$ cat config.mk
export PLATFORM = sky130hd
export DESIGN_NAME = maze_wall_map_flat
export DESIGN_NICKNAME = d
export VERILOG_FILES = /design/src/hdl/mwm_pkg.sv /design/src/hdl/mwm_stream_if.sv /design/src/hdl/mwm_decode.sv /design/src/hdl/mwm_wall_store.sv /design/src/hdl/maze_wall_map.sv /design/src/flat_wrapper.sv
export SDC_FILE = /design/constraint.sdc
export NUM_CORES = 1
export LEC_CHECK = 0
export BUFFER_PORTS_ARGS = -buffer_cell sky130_fd_sc_hd__buf_2
export CELL_PAD_IN_SITES_DETAIL_PLACEMENT = 2
export CELL_PAD_IN_SITES_GLOBAL_PLACEMENT = 2
export CORE_AREA = 5 5 42 44
export CTS_CLUSTER_DIAMETER = 60
export DETAILED_ROUTE_END_ITERATION = 10
export DIE_AREA = 0 0 47 49
export GPL_TIMING_DRIVEN = 0
export PLACE_DENSITY = 0.51
export RECOVER_POWER = 50
export SYNTH_ARGS = -nofsm -noshare
export SYNTH_HDL_FRONTEND = slang
export SYNTH_SLANG_ARGS = --single-unit
$ cat constraint.sdc
create_clock -name clk -period 1.25 [get_ports clk]
set_input_delay 0.1875 -clock clk [delete_from_list [all_inputs] [get_ports clk]]
set_output_delay 0.1875 -clock clk [all_outputs]
set_load 0.02 [all_outputs]
$ cat src/hdl/mwm_pkg.sv
`default_nettype none

package mwm_pkg;

    // Default edge length of the maze, in cells.
    localparam int MAZE_DIM_DEF = 16;

    // Number of absolute directions around a cell.
    localparam int NUM_DIRS = 4;

    // Commands carried by an input item.
    typedef enum logic [1:0] {
        CMD_RECORD = 2'd0,
        CMD_QUERY  = 2'd1,
        CMD_BLOCK  = 2'd2,
        CMD_CLEAR  = 2'd3
    } command_t;

    // Absolute directions, clockwise from north.
    typedef enum logic [1:0] {
        DIR_NORTH = 2'd0,
        DIR_EAST  = 2'd1,
        DIR_SOUTH = 2'd2,
        DIR_WEST  = 2'd3
    } dir_t;

    // One input item.
    typedef struct packed {
        logic [1:0] command;
        logic [3:0] pos_x;
        logic [3:0] pos_y;
        logic [1:0] heading;
        logic       sensed_left;
        logic       sensed_front;
        logic       sensed_right;
    } in_item_t;

    // One result item.
    typedef struct packed {
        logic wall_left;
        logic wall_ahead;
        logic wall_right_side;
    } out_item_t;

    // Update and read control for the wall store, indexed by absolute direction.
    typedef struct packed {
        logic                clear;
        logic [NUM_DIRS-1:0] we;
        logic [NUM_DIRS-1:0] val;
        dir_t                left_dir;
        dir_t                front_dir;
        dir_t                right_dir;
    } wall_ctl_t;

endpackage

`default_nettype wire

$ cat src/hdl/mwm_stream_if.sv
`default_nettype none

// Valid/ready channel carrying one item per handshake.
interface mwm_stream_if #(
    parameter type item_t = logic
) ();

    logic  valid;
    logic  ready;
    item_t item;

    modport source (
        output valid,
        output item,
        input  ready
    );

    modport sink (
        input  valid,
        input  item,
        output ready
    );

endinterface

`default_nettype wire

$ cat src/hdl/mwm_decode.sv
`default_nettype none

module mwm_decode
    import mwm_pkg::*;
#(
    parameter int MAZE_DIM = MAZE_DIM_DEF
) (
    input  in_item_t                       item,
    output wall_ctl_t                      ctl,
    output logic [$clog2(MAZE_DIM)-1:0]    pos_x,
    output logic [$clog2(MAZE_DIM)-1:0]    pos_y
);

    localparam int XW = $clog2(MAZE_DIM);
    localparam int EW = (XW > 4) ? XW : 4;
    localparam logic [EW-1:0] MAX_EXT = EW'(MAZE_DIM - 1);
    localparam logic [XW-1:0] MAX_POS = XW'(MAZE_DIM - 1);

    logic [EW-1:0] x_ext;
    logic [EW-1:0] y_ext;
    logic [1:0]    left_code;
    logic [1:0]    right_code;
    logic [1:0]    back_code;

    // Coordinates past the far edge saturate to the last cell.
    assign x_ext = EW'(item.pos_x);
    assign y_ext = EW'(item.pos_y);
    assign pos_x = (x_ext > MAX_EXT) ? MAX_POS : XW'(x_ext);
    assign pos_y = (y_ext > MAX_EXT) ? MAX_POS : XW'(y_ext);

    // Turn the heading into the absolute directions of each side.
    assign left_code  = item.heading + 2'd3;
    assign right_code = item.heading + 2'd1;
    assign back_code  = item.heading + 2'd2;

    // Per-direction write enables and values for the command.
    always_comb
    begin
        ctl           = '0;
        ctl.left_dir  = dir_t'(left_code);
        ctl.front_dir = dir_t'(item.heading);
        ctl.right_dir = dir_t'(right_code);
        case (command_t'(item.command))
            CMD_RECORD:
            begin
                for (int unsigned d = 0; d < NUM_DIRS; d++)
                begin
                    ctl.we[d]  = (2'(d) != back_code);
                    ctl.val[d] = (2'(d) == left_code)    ? item.sensed_left :
                                 (2'(d) == item.heading) ? item.sensed_front :
                                                           item.sensed_right;
                end
            end
            CMD_BLOCK:
            begin
                ctl.we  = '1;
                ctl.val = '1;
            end
            CMD_CLEAR:
            begin
                ctl.clear = 1'b1;
            end
            default:
            begin
                ctl.we = '0;
            end
        endcase
    end

endmodule

`default_nettype wire

$ cat src/hdl/mwm_wall_store.sv
`default_nettype none

module mwm_wall_store
    import mwm_pkg::*;
#(
    parameter int MAZE_DIM = MAZE_DIM_DEF
) (
    input  logic                        clk,
    input  logic                        rst_n,
    input  logic                        wr_en,
    input  wall_ctl_t                   ctl,
    input  logic [$clog2(MAZE_DIM)-1:0] pos_x,
    input  logic [$clog2(MAZE_DIM)-1:0] pos_y,
    output out_item_t                   result
);

    localparam int XW = $clog2(MAZE_DIM);
    localparam int RW = $clog2(MAZE_DIM - 1);
    localparam logic [XW-1:0] MAX_POS = XW'(MAZE_DIM - 1);

    // horiz: word r bit c is the wall between cells (c, r) and (c, r+1).
    // vert:  word c bit r is the wall between cells (c, r) and (c+1, r).
    logic [MAZE_DIM-1:0] horiz_reg  [MAZE_DIM-1];
    logic [MAZE_DIM-1:0] horiz_next [MAZE_DIM-1];
    logic [MAZE_DIM-1:0] vert_reg   [MAZE_DIM-1];
    logic [MAZE_DIM-1:0] vert_next  [MAZE_DIM-1];
    logic [XW-1:0]       x_west;
    logic [XW-1:0]       y_south;
    logic [NUM_DIRS-1:0] abs_wall;

    // Each wall bit watches the two cells it separates.
    for (genvar w = 0; w < MAZE_DIM - 1; w++)
    begin : g_word
        for (genvar b = 0; b < MAZE_DIM; b++)
        begin : g_bit
            logic h_hit_n;
            logic h_hit_s;
            logic v_hit_e;
            logic v_hit_w;

            assign h_hit_n = (pos_x == XW'(b)) && (pos_y == XW'(w));
            assign h_hit_s = (pos_x == XW'(b)) && (pos_y == XW'(w + 1));
            assign v_hit_e = (pos_x == XW'(w)) && (pos_y == XW'(b));
            assign v_hit_w = (pos_x == XW'(w + 1)) && (pos_y == XW'(b));

            assign horiz_next[w][b] =
                ctl.clear                          ? 1'b0 :
                (h_hit_n && ctl.we[DIR_NORTH])     ? ctl.val[DIR_NORTH] :
                (h_hit_s && ctl.we[DIR_SOUTH])     ? ctl.val[DIR_SOUTH] :
                                                     horiz_reg[w][b];

            // Clearing keeps only the wall east of the start cell.
            assign vert_next[w][b] =
                ctl.clear                          ? ((w == 0 && b == 0) ? 1'b1 : 1'b0) :
                (v_hit_e && ctl.we[DIR_EAST])      ? ctl.val[DIR_EAST] :
                (v_hit_w && ctl.we[DIR_WEST])      ? ctl.val[DIR_WEST] :
                                                     vert_reg[w][b];
        end
    end

    // Map update; reset leaves the start cell's east wall in place.
    always_ff @(posedge clk or negedge rst_n)
    begin
        if (!rst_n)
        begin
            for (int i = 0; i < MAZE_DIM - 1; i++)
            begin
                horiz_reg[i] <= '0;
                vert_reg[i]  <= (i == 0) ? MAZE_DIM'(1) : '0;
            end
        end
        else if (wr_en)
        begin
            horiz_reg <= horiz_next;
            vert_reg  <= vert_next;
        end
    end

    // Read the four walls of the cell after the update; the border reads as wall.
    assign x_west  = pos_x - XW'(1);
    assign y_south = pos_y - XW'(1);

    assign abs_wall[DIR_NORTH] = (pos_y == MAX_POS) ? 1'b1 :
                                 horiz_next[pos_y[RW-1:0]][pos_x];
    assign abs_wall[DIR_EAST]  = (pos_x == MAX_POS) ? 1'b1 :
                                 vert_next[pos_x[RW-1:0]][pos_y];
    assign abs_wall[DIR_SOUTH] = (pos_y == '0) ? 1'b1 :
                                 horiz_next[y_south[RW-1:0]][pos_x];
    assign abs_wall[DIR_WEST]  = (pos_x == '0) ? 1'b1 :
                                 vert_next[x_west[RW-1:0]][pos_y];

    // Turn back into the mouse's frame.
    assign result.wall_left       = abs_wall[ctl.left_dir];
    assign result.wall_ahead      = abs_wall[ctl.front_dir];
    assign result.wall_right_side = abs_wall[ctl.right_dir];

endmodule

`default_nettype wire

$ cat src/hdl/maze_wall_map.sv
// Wall map of a square maze of MAZE_DIM x MAZE_DIM cells, inner walls only, held in
// flip-flops. Each request item names a cell, an absolute heading and a command
// (record sensed walls, query, block the cell, clear the map) and returns one response
// item with the left, front and right walls of that cell after the command; border walls
// always read as set. The block takes one item per clock cycle unless the response
// stalls; each item is held in the input register, then the whole read-modify-write
// of the map and the read-back happen in one pass into the result register. A stalled
// response holds the result register and then the input register, so the request side
// waits only while both are full. After reset the map is empty except for the wall east
// of the start cell, and it can be used at once.
`default_nettype none

module maze_wall_map
    import mwm_pkg::*;
#(
    parameter int MAZE_DIM = MAZE_DIM_DEF
) (
    input  logic                clk,
    input  logic                rst_n,
    mwm_stream_if.sink          request,
    mwm_stream_if.source        response
);

    localparam int XW = $clog2(MAZE_DIM);

    logic       s1_valid_reg;
    logic       s1_valid_next;
    in_item_t   s1_item_reg;
    logic       out_valid_reg;
    logic       out_valid_next;
    out_item_t  out_item_reg;
    logic       s1_adv;
    logic       in_take;
    wall_ctl_t  ctl;
    logic [XW-1:0] pos_x;
    logic [XW-1:0] pos_y;
    out_item_t  rd_item;

    // Handshake: the input stage moves on when the result register is free or drains.
    assign s1_adv        = s1_valid_reg && (!out_valid_reg || response.ready);
    assign request.ready = !s1_valid_reg || s1_adv;
    assign in_take       = request.valid && request.ready;

    assign s1_valid_next  = in_take || (s1_valid_reg && !s1_adv);
    assign out_valid_next = s1_adv || (out_valid_reg && !response.ready);

    always_ff @(posedge clk or negedge rst_n)
    begin
        if (!rst_n)
        begin
            s1_valid_reg  <= 1'b0;
            out_valid_reg <= 1'b0;
        end
        else
        begin
            s1_valid_reg  <= s1_valid_next;
            out_valid_reg <= out_valid_next;
        end
    end

    // Payload registers.
    always_ff @(posedge clk)
    begin
        if (in_take)
        begin
            s1_item_reg <= request.item;
        end
        if (s1_adv)
        begin
            out_item_reg <= rd_item;
        end
    end

    // Command decode.
    mwm_decode #(
        .MAZE_DIM (MAZE_DIM)
    ) u_decode (
        .item  (s1_item_reg),
        .ctl   (ctl),
        .pos_x (pos_x),
        .pos_y (pos_y)
    );

    // Wall map with read-back.
    mwm_wall_store #(
        .MAZE_DIM (MAZE_DIM)
    ) u_store (
        .clk    (clk),
        .rst_n  (rst_n),
        .wr_en  (s1_adv),
        .ctl    (ctl),
        .pos_x  (pos_x),
        .pos_y  (pos_y),
        .result (rd_item)
    );

    assign response.valid = out_valid_reg;
    assign response.item  = out_item_reg;

    // Both stages full and the response stalled: no new item may enter.
    a_full_stall: assert property (@(posedge clk) disable iff (!rst_n)
        (s1_valid_reg && out_valid_reg && !response.ready) |-> !request.ready)
        else $error("request accepted while both stages are full");

    // A blocked cell reports walls on every side.
    a_block_walls: assert property (@(posedge clk) disable iff (!rst_n)
        (s1_adv && (command_t'(s1_item_reg.command) == CMD_BLOCK)) |=>
        (out_item_reg.wall_left && out_item_reg.wall_ahead &&
         out_item_reg.wall_right_side))
        else $error("blocked cell reports an open side");

    // A recorded front wall reads back as set.
    a_record_front: assert property (@(posedge clk) disable iff (!rst_n)
        (s1_adv && (command_t'(s1_item_reg.command) == CMD_RECORD) &&
         s1_item_reg.sensed_front) |=> out_item_reg.wall_ahead)
        else $error("recorded front wall lost");

    // After a clear, the start cell facing north still has its east wall.
    a_clear_start: assert property (@(posedge clk) disable iff (!rst_n)
        (s1_adv && ctl.clear && (pos_x == '0) && (pos_y == '0) &&
         (ctl.front_dir == DIR_NORTH)) |=> out_item_reg.wall_right_side)
        else $error("start cell east wall missing after clear");

endmodule

`default_nettype wire
$ cat src/flat_wrapper.sv
// flat-port wrapper written by rule: the top's interface ports become plain ports
module maze_wall_map_flat import mwm_pkg::*;
#(
    parameter int MAZE_DIM = MAZE_DIM_DEF
)
  (clk, rst_n, request_valid, request_item, request_ready, response_valid, response_item, response_ready);
  mwm_stream_if request_i ();
  mwm_stream_if response_i ();
  input  logic clk;
  input  logic rst_n;
  input wire logic [$bits(request_i.valid)-1:0] request_valid;
  input wire logic [$bits(request_i.item)-1:0] request_item;
  output wire logic [$bits(request_i.ready)-1:0] request_ready;
  output wire logic [$bits(response_i.valid)-1:0] response_valid;
  output wire logic [$bits(response_i.item)-1:0] response_item;
  input wire logic [$bits(response_i.ready)-1:0] response_ready;
  assign request_i.valid = request_valid;
  assign request_i.item = request_item;
  assign request_ready = request_i.ready;
  assign response_valid = response_i.valid;
  assign response_item = response_i.item;
  assign response_i.ready = response_ready;
  maze_wall_map #(.MAZE_DIM(MAZE_DIM)) u_core (.clk(clk), .rst_n(rst_n), .request(request_i), .response(response_i));
endmodule
# --- Yosys cells after proc, flatten, opt, wreduce, memory -nomap -nowiden ---
# Cells that the tools add are included.
# Widths: inputs -> output; s select.
word_totals:
  ff_bits: 4
  input_bits: 5
  wordCells: 16
op_classes:
  reduce_logical: 12
op_table:
  columns: ["op", "n"]
  rows:
  - ["$logic_and 1x1->1", 4]
  - ["$logic_not 1->1", 4]
  - ["$logic_or 1x1->1", 4]

# --- Depth between registers and ports, before layout ---
# Gate-level depths: netlist of run 1.
logic_depth:
  ltp_word: 6
  mapped_depth: 2
  ltp_nobuf: 2

# --- By module ---
# Synthesis of run 1 repeated with hierarchy kept, for this count alone.
hier_totals:
  cells_unflattened: 5071
  area_unflattened_um2: 42824.8
modules_own_cells:
  columns: ["mod", "n_inst", "cells_per_inst", "area_each_um2", "seq_area_each_um2"]
  rows:
  - ["mwm_wall_store", 1, 5022, 42381.9, 12012.8]
  - ["mwm_decode", 1, 38, 275.3, 0.0]
  - ["maze_wall_map", 1, 11, 167.7, 110.1]

# --- Worst setup path after synthesis of run 1 ---
# OpenSTA, ideal clock, no wires.
synth_path:
  path_type: "register to register"
  startpoint: "register u_core.out_valid_reg (netlist: u_core.response.valid)"
  endpoint: "register u_core.s1_item_reg[0] (netlist name), enable pin"
  setup_time_ns: 0.238
  t_arrival_ns: 0.821
  required_time_ns: 1.012
  setup_slack_ns: 0.191
  path_stages_with_launch: 3
  path_buffers: 0
  period_less_slack_ns: 1.059
  path_cell_list: "dfrtp_1 nand3b_4 and2_4"
synth_between:
  elab_chain_cells: 5
synth_lines:
  columns: ["element", "line", "rtl"]
  rows:
  - ["start: declaration", "maze_wall_map.sv:29", "logic out_valid_reg;"]
  - ["start signal: assignment", "maze_wall_map.sv:57", "out_valid_reg <= out_valid_next;"]
  - ["$logic_not 1->1", "maze_wall_map.sv:40", "assign s1_adv = s1_valid_reg && (!out_valid_reg || response.ready);"]
  - ["$logic_or 1x1->1", "maze_wall_map.sv:40", null]
  - ["$logic_and 1x1->1", "maze_wall_map.sv:40", null]
  - ["$logic_or 1x1->1", "maze_wall_map.sv:41", "assign request.ready = !s1_valid_reg || s1_adv;"]
  - ["net request_ready", "flat_wrapper.sv:13", "output wire logic [$bits(request_i.ready)-1:0] request_ready;"]
  - ["$logic_and 1x1->1", "maze_wall_map.sv:42", "assign in_take = request.valid && request.ready;"]
  - ["net u_core.in_take", "maze_wall_map.sv:33", "logic in_take;"]
  - ["end signal: assignment", "maze_wall_map.sv:66", "s1_item_reg <= request.item;"]
  - ["end: declaration", "maze_wall_map.sv:28", "in_item_t s1_item_reg;"]
# The timed path passes the listed nets, and every way through them passes these cells.
# A chain may end at the register's enable or synchronous reset.

# --- Worst setup path after layout of run 1 ---
layout_path:
  startpoint: "register u_core.s1_valid_reg"
  endpoint: "output port request_ready"
layout_between:
  elab_chain_cells: 2
  elab_cells_between_ends: 3
  classes_between: "reduce/logical (3)"
layout_lines:
  columns: ["element", "line", "rtl"]
  rows:
  - ["start: declaration", "maze_wall_map.sv:26", "logic s1_valid_reg;"]
  - ["start signal: assignment", "maze_wall_map.sv:56", "s1_valid_reg <= s1_valid_next;"]
  - ["$logic_not 1->1 or $logic_and 1x1->1 (tied branches)", "maze_wall_map.sv:41, maze_wall_map.sv:40", null]
  - ["$logic_or 1x1->1 (*)", "maze_wall_map.sv:41", null]
  - ["end: declaration", "flat_wrapper.sv:13", null]
# Mark *: on every way between the ends. The rest lies on a longest branch, timed or not.

==> results of run 1 <==
[routing by layer]
metal | share of wire, % | wire, um | up-vias | track usage [%]
li1 | - | - | 55 | -
met1 | 35 | 129 | 54 | 3.33
met2 | 38 | 138 | 10 | 4.75
met3 | 19 | 70 | 4 | 5.54
met4 | 7.1 | 26 | 0 | 8.29
met5 | 0 | 0 | - | 0
[stage by stage]
step,hold WS [ns],worst slack (ns),cells,instance area [um2]
2_1_floorplan,-0.108,0.191,10,164
3_3_place_gp,-0.0245,0.325,33,219
3_5_place_dp,-0.0235,0.321,33,219
4_1_cts,0.119,0.132,37,251
5_1_grt,0.112,0.0881,37,241
6_report,0.127,0.147,37,241
[cell families after synthesis]
logic type / synth area share [%]
DFF: 67.2
and+or+nand+nor: 32.8
[Yosys cell counts]
library cell | count | area (um2)
nand2b_1 | 3 | 18.8
dfrtp_1 | 2 | 50.1
edfxtp_1 | 2 | 60.1
and2_1 | 1 | 6.26
and2_4 | 1 | 8.76
nand3b_4 | 1 | 20.0
[cell type report]
| class | count | area, um2 |
|---|---|---|
| fillers | 170 | 1160 |
| repair buffers | 8 | 43.8 |
| clock buffers | 3 | 22.5 |
| flip-flops and latches | 4 | 110 |
| multi-input cells | 6 | 45.0 |
| well taps | 16 | 20.0 |
[where the power goes]
part | switching [mW] | internal, mW | total, mW
Combinational | 0.0214 | 0.0207 | 0.0421
Sequential | 0.00555 | 0.150 | 0.156
Clock | 0.0572 | 0.108 | 0.165
Total | 0.0841 | 0.278 | 0.363
[worst max path at each step]
| stage | depth (start not counted) | endpoint | from | slack, ns |
|---|---|---|---|---|
| final | 2 | request_ready | u_core.s1_valid_reg$_DFF_PN0_ | 0.15 |
| after CTS | 2 | request_ready | u_core.response.valid$_DFF_PN0_ | 0.13 |
| after detailed placement | 2 | u_core.response.item$_DFFE_PP_ | u_core.response.valid$_DFF_PN0_ | 0.32 |
| after global routing | 2 | request_ready | u_core.response.valid$_DFF_PN0_ | 0.09 |
| after global placement | 2 | u_core.response.item$_DFFE_PP_ | u_core.response.valid$_DFF_PN0_ | 0.32 |
| after floorplan | 2 | u_core.s1_item_reg[0]$_DFFE_PP_ | u_core.response.valid$_DFF_PN0_ | 0.19 |
==> metrics.cfg, run 1 <==
[global_routing]
grt_pass1_wl_um=634
grt-ovfl-total=0
track_usage_pct=4.87
antenna_found_initial=0
grt_pass1_vias=152
grt_max_degree=4

[setup_path]
critical_path.cell_chain=nand3b_2, buf_2
reg2reg_setup_slack_ns=0.32
cp.required_ns=1.06
r2r_start=u_core.s1_valid_reg$_DFF_PN0_
r2r-end=u_core.s1_item_reg[0]$_DFFE_PP_
critical_path.top_delay_family=flip-flops
cpMaxStageDelayCell=dfrtp_1
start_kind=flip-flop
rr_worst_depth=2
path_class=reg2out
cp.arrival_ns=0.92
critical_path_buf_inv_count=1
crit_path_max_fanout=3
cp-end-kind=primary output
critPathMaxStageDelay_ns=0.39

[timing]
timing.final.crit_share_pct=88.2
setup_violations=0
relSlewSlack_pct=91.9
finClkSkew_ns=0.00192
finalSetupTns_ns=0
tightest_slew_ns=0.121
timing_hold_violations_final=0
period_needed_ns=1.10
rsz0062_at_grt=false
drv_slew=0
fmax_ghz=0.907

[clocking]
cts_root_buf=clkbuf_4
path_clk_slew_ns=0.04
clockBufferDepth=2
h-tree-depth=1
clkLatencyLatePin_ns=0.24
cts_setup_buffers=0
cts_hold_buf=1
cts.sinks=4
post_cts_resized=0
cts_buffers=3
tritoncts=done

[job]
max_cap_violations=0

[min_path]
holdCritPathClass=in2reg
min_to=u_core.s1_item_reg[0]$_DFFE_PP_
hold_depth=1
hp-start=request_item

[routing]
first_iter_violations=2
vias=123
drt_pre_antenna_iters=3
drcViolationCount=0
viasPerCell=3.32
ant_nets=0
post_drt_wl_per_cell_um=9.86
wirelength_um=365

[yosys]
synth_cells=10
ys_warn_count=0
yosysSeqAreaShare_pct=67.2
synth_area_um2=164
synth_seq_cells=4
syn-num-nets=15
ys_types=6
syn_area_per_cell_um2=16.4

[placement]
portBuffers=7
gp_congestion=0.653

[die]
fp.coreArea_mm2=0.00140
die_y_um=49
row_count=14
num_io_pins=8
die-area_mm2=0.00230
start_util_pct=11.7
die_w_um=47

[layout]
final_cell_mix=buf_2 (6), nand2b_1 (3), clkbuf_4 (3), edfxtp_1 (2), dfrtp_1 (2)
final_common_cell=buf_2
antenna_cells=0
final_util_pct=17.2
area_growth_pct=47.3
drive_gt1_share_pct=52.4
fin_nets=28

[power]
leakagePower_nw=0.103
peakVddDrop_mv=0.364
finalPower_mw=0.363
powerDensity_mw_per_mm2=1500

[status]
status=finished, final reports clean

(Power assumes the default switching activity.)
==> run 2, diff against run 1 <==
--- a/config.mk
+++ b/config.mk
@@ -5,15 +5,15 @@
 export SDC_FILE = /design/constraint.sdc
 export NUM_CORES = 1
 export LEC_CHECK = 0
-export BUFFER_PORTS_ARGS = -buffer_cell sky130_fd_sc_hd__buf_2
 export CELL_PAD_IN_SITES_DETAIL_PLACEMENT = 2
 export CELL_PAD_IN_SITES_GLOBAL_PLACEMENT = 2
 export CORE_AREA = 5 5 42 44
 export CTS_CLUSTER_DIAMETER = 60
 export DETAILED_ROUTE_END_ITERATION = 10
 export DIE_AREA = 0 0 47 49
+export DONT_BUFFER_PORTS = 1
 export GPL_TIMING_DRIVEN = 0
-export PLACE_DENSITY = 0.51
+export PLACE_DENSITY = 0.43
 export RECOVER_POWER = 50
 export SYNTH_ARGS = -nofsm -noshare
 export SYNTH_HDL_FRONTEND = slang
==> run 2 against run 1 <==
  * Setup slack got worse by 0.015 ns
  * Critical path type is now reg2reg
  * Total power fell by 3.5%
  * Largest cell class unchanged
  * Register-to-register slack got worse by 0.19 ns
  * Global-route usage fell by 0.62 points
  * Die area did not move
  * Worst hold slack got worse by 0.073 ns
  * First-iteration DRC count fell by 50%
  * Utilization fell by 1.8 points
  * Final cell count fell by 19%
  * Clock power fell by 2%
  * Clock skew rose by 0.0059 ns
  * Combinational power fell by 41%
==> metrics.cfg, run 2 (synthesis gave the netlist of run 1 again) <==
[timing]
rsz0062_at_grt=false
relSlewSlack_pct=79.5  ; -12 points
period_needed_ns=1.12  ; +0.0149 ns
timing.final.crit_share_pct=89.4  ; +1.2 points
setup_violations=0  ; unchanged
tightest_slew_ns=0.307  ; +0.187 ns
timing_hold_violations_final=0  ; unchanged
finClkSkew_ns=0.00780  ; +0.00588 ns
finalSetupTns_ns=0  ; unchanged
fmax_ghz=0.895  ; -1.3%
drv_slew=0  ; unchanged

[layout]
antenna_cells=0  ; unchanged
drive_gt1_share_pct=35.7  ; -17 points
final_util_pct=15.4  ; -1.8 points
final_cell_mix=nand2b_1 (3), clkbuf_4 (3), edfxtp_1 (2), dfrtp_1 (2)
area_growth_pct=32.1
n_fill_cell=167  ; -1.8%
fin_nets=21  ; -25%
fin_cells=30  ; -19%

[die]
die_w_um=47  ; unchanged
start_util_pct=11.7  ; unchanged
num_io_pins=8  ; unchanged
die-area_mm2=0.00230  ; unchanged
die_y_um=49  ; unchanged
row_count=14  ; unchanged
fp.coreArea_mm2=0.00140  ; unchanged

[setup_path]
cp.arrival_ns=1.11  ; +0.19 ns
cpMaxStageDelayCell=dfrtp_1
crit_path_max_fanout=3  ; unchanged
critical_path_buf_inv_count=0  ; -1
cp-end-kind=flip-flop
critPathMaxStageDelay_ns=0.51  ; +0.12 ns
critical_path.cell_chain=nand3b_4, and2_4
start_kind=flip-flop
path_class=reg2reg
critical_path.top_delay_family=flip-flops
cp.required_ns=1.25  ; +0.19 ns

[power]
leakagePower_nw=0.0862  ; -16%
powerDensity_mw_per_mm2=1620  ; +7.6%
finalPower_mw=0.350  ; -3.5%
p_comb_share_pct=7.2  ; -4.4 points
power.switching_mw=0.0781  ; -7.2%
peakVddDrop_mv=0.462  ; +27%
seq_power_share_pct=46.9  ; +4.0 points
pwr-share-clk_pct=45.9  ; +0.4 points
sw_frac_of_total_pct=22.3  ; -0.89 points
p_int_mw=0.272  ; -2.4%

[clocking]
clockBufferDepth=2  ; unchanged
cts_root_buf=clkbuf_4
cts_setup_buffers=0  ; unchanged
clkLatencyLatePin_ns=0.24  ; about the same
tritoncts=done
path_clk_slew_ns=0.04  ; about the same
h-tree-depth=1  ; unchanged
cts_buffers=3  ; unchanged
cts.sinks=4  ; unchanged

[global_routing]
antenna_found_initial=0  ; unchanged
grt_pass1_vias=123  ; -19%
grt_max_degree=4  ; unchanged
grt-ovfl-total=0  ; unchanged
grt_pass1_wl_um=572  ; -9.8%
track_usage_pct=4.25  ; -0.62 points

[placement]
portBuffers=0  ; -7
dp_cells=26  ; -21%
gp_congestion=0.551  ; -16%

[routing]
wirelength_um=289  ; -21%
post_drt_wl_per_cell_um=9.63  ; -2.3%
drt_pre_antenna_iters=2  ; -1
drcViolationCount=0  ; unchanged
vias=94  ; -24%
ant_nets=0  ; unchanged
first_iter_violations=1  ; -1
viasPerCell=3.13  ; -5.7%

[min_path]
holdCritPathClass=in2reg

[status]
status=finished, final reports clean

[job]
max_cap_violations=0  ; unchanged

==> run 2: cell count changes in the layout (fill, tap and decap cells not counted), sizes merged <==
cell    before  now
buf          6    0
clkbuf       4    3
==> run 2: what timing repair did <==
action	in CTS	in global routing
hold buffers	1	0
resized for setup	0	0
endpoints found under the hold margin	2	0
==> run 2: final timing paths <==
check	from	endpoint	slack (ns)	depth (start not counted)
max	u_core.response.valid$_DFF_PN0_	u_core.s1_item_reg[0]$_DFFE_PP_	0.13	2
min in group asynchronous	rst_n	u_core.response.valid$_DFF_PN0_	0.18	1
max in group asynchronous	rst_n	u_core.s1_valid_reg$_DFF_PN0_	0.93	1
max reg2reg	u_core.response.valid$_DFF_PN0_	u_core.s1_item_reg[0]$_DFFE_PP_	0.13	2
min	request_item	u_core.s1_item_reg[0]$_DFFE_PP_	0.05	0
min reg2reg	u_core.s1_item_reg[0]$_DFFE_PP_	u_core.response.item$_DFFE_PP_	0.41	0
==> run 2: through the flow <==
stage / hold WS [ns] / setup WS [ns] / instance area (um2)
5_1_grt: 0.0266 / 0.0846 / 216
3_3_place_gp: -0.108 / 0.143 / 184
3_5_place_dp: -0.108 / 0.125 / 184
4_1_cts: 0.0429 / 0.109 / 216
2_1_floorplan: -0.108 / 0.191 / 164
6_report: 0.0542 / 0.132 / 216
==> run 2: power by group through the flow <==
stage | clock (mW) | sequential [mW] | combinational (mW)
final | 0.161 | 0.164 | 0.0250
after global routing | 0.194 | 0.165 | 0.0281
after CTS | 0.170 | 0.165 | 0.0259
after detailed placement | 0 | 0.167 | 0.0224
after global placement | 0 | 0.166 | 0.0220
after floorplan | 0 | 0.164 | 0.0198
==> run 2: cell type report <==
class | count | area, um2 | share of cell area (%)
clock buffer | 3 | 22.5 | 10.4
multi-input combinational | 6 | 53.8 | 24.9
sequential | 4 | 110 | 50.9
tap | 16 | 20.0 | 9.25
timing repair buffer | 1 | 10.0 | 4.62
==> run 2: layer usage <==
metal	track usage [%]	routed length, um	up-vias
met1	3.58	102	46
met5	0	0	-
met2	4.30	139	7
met4	2.76	0	0
li1	-	-	41
met3	7.01	48	0
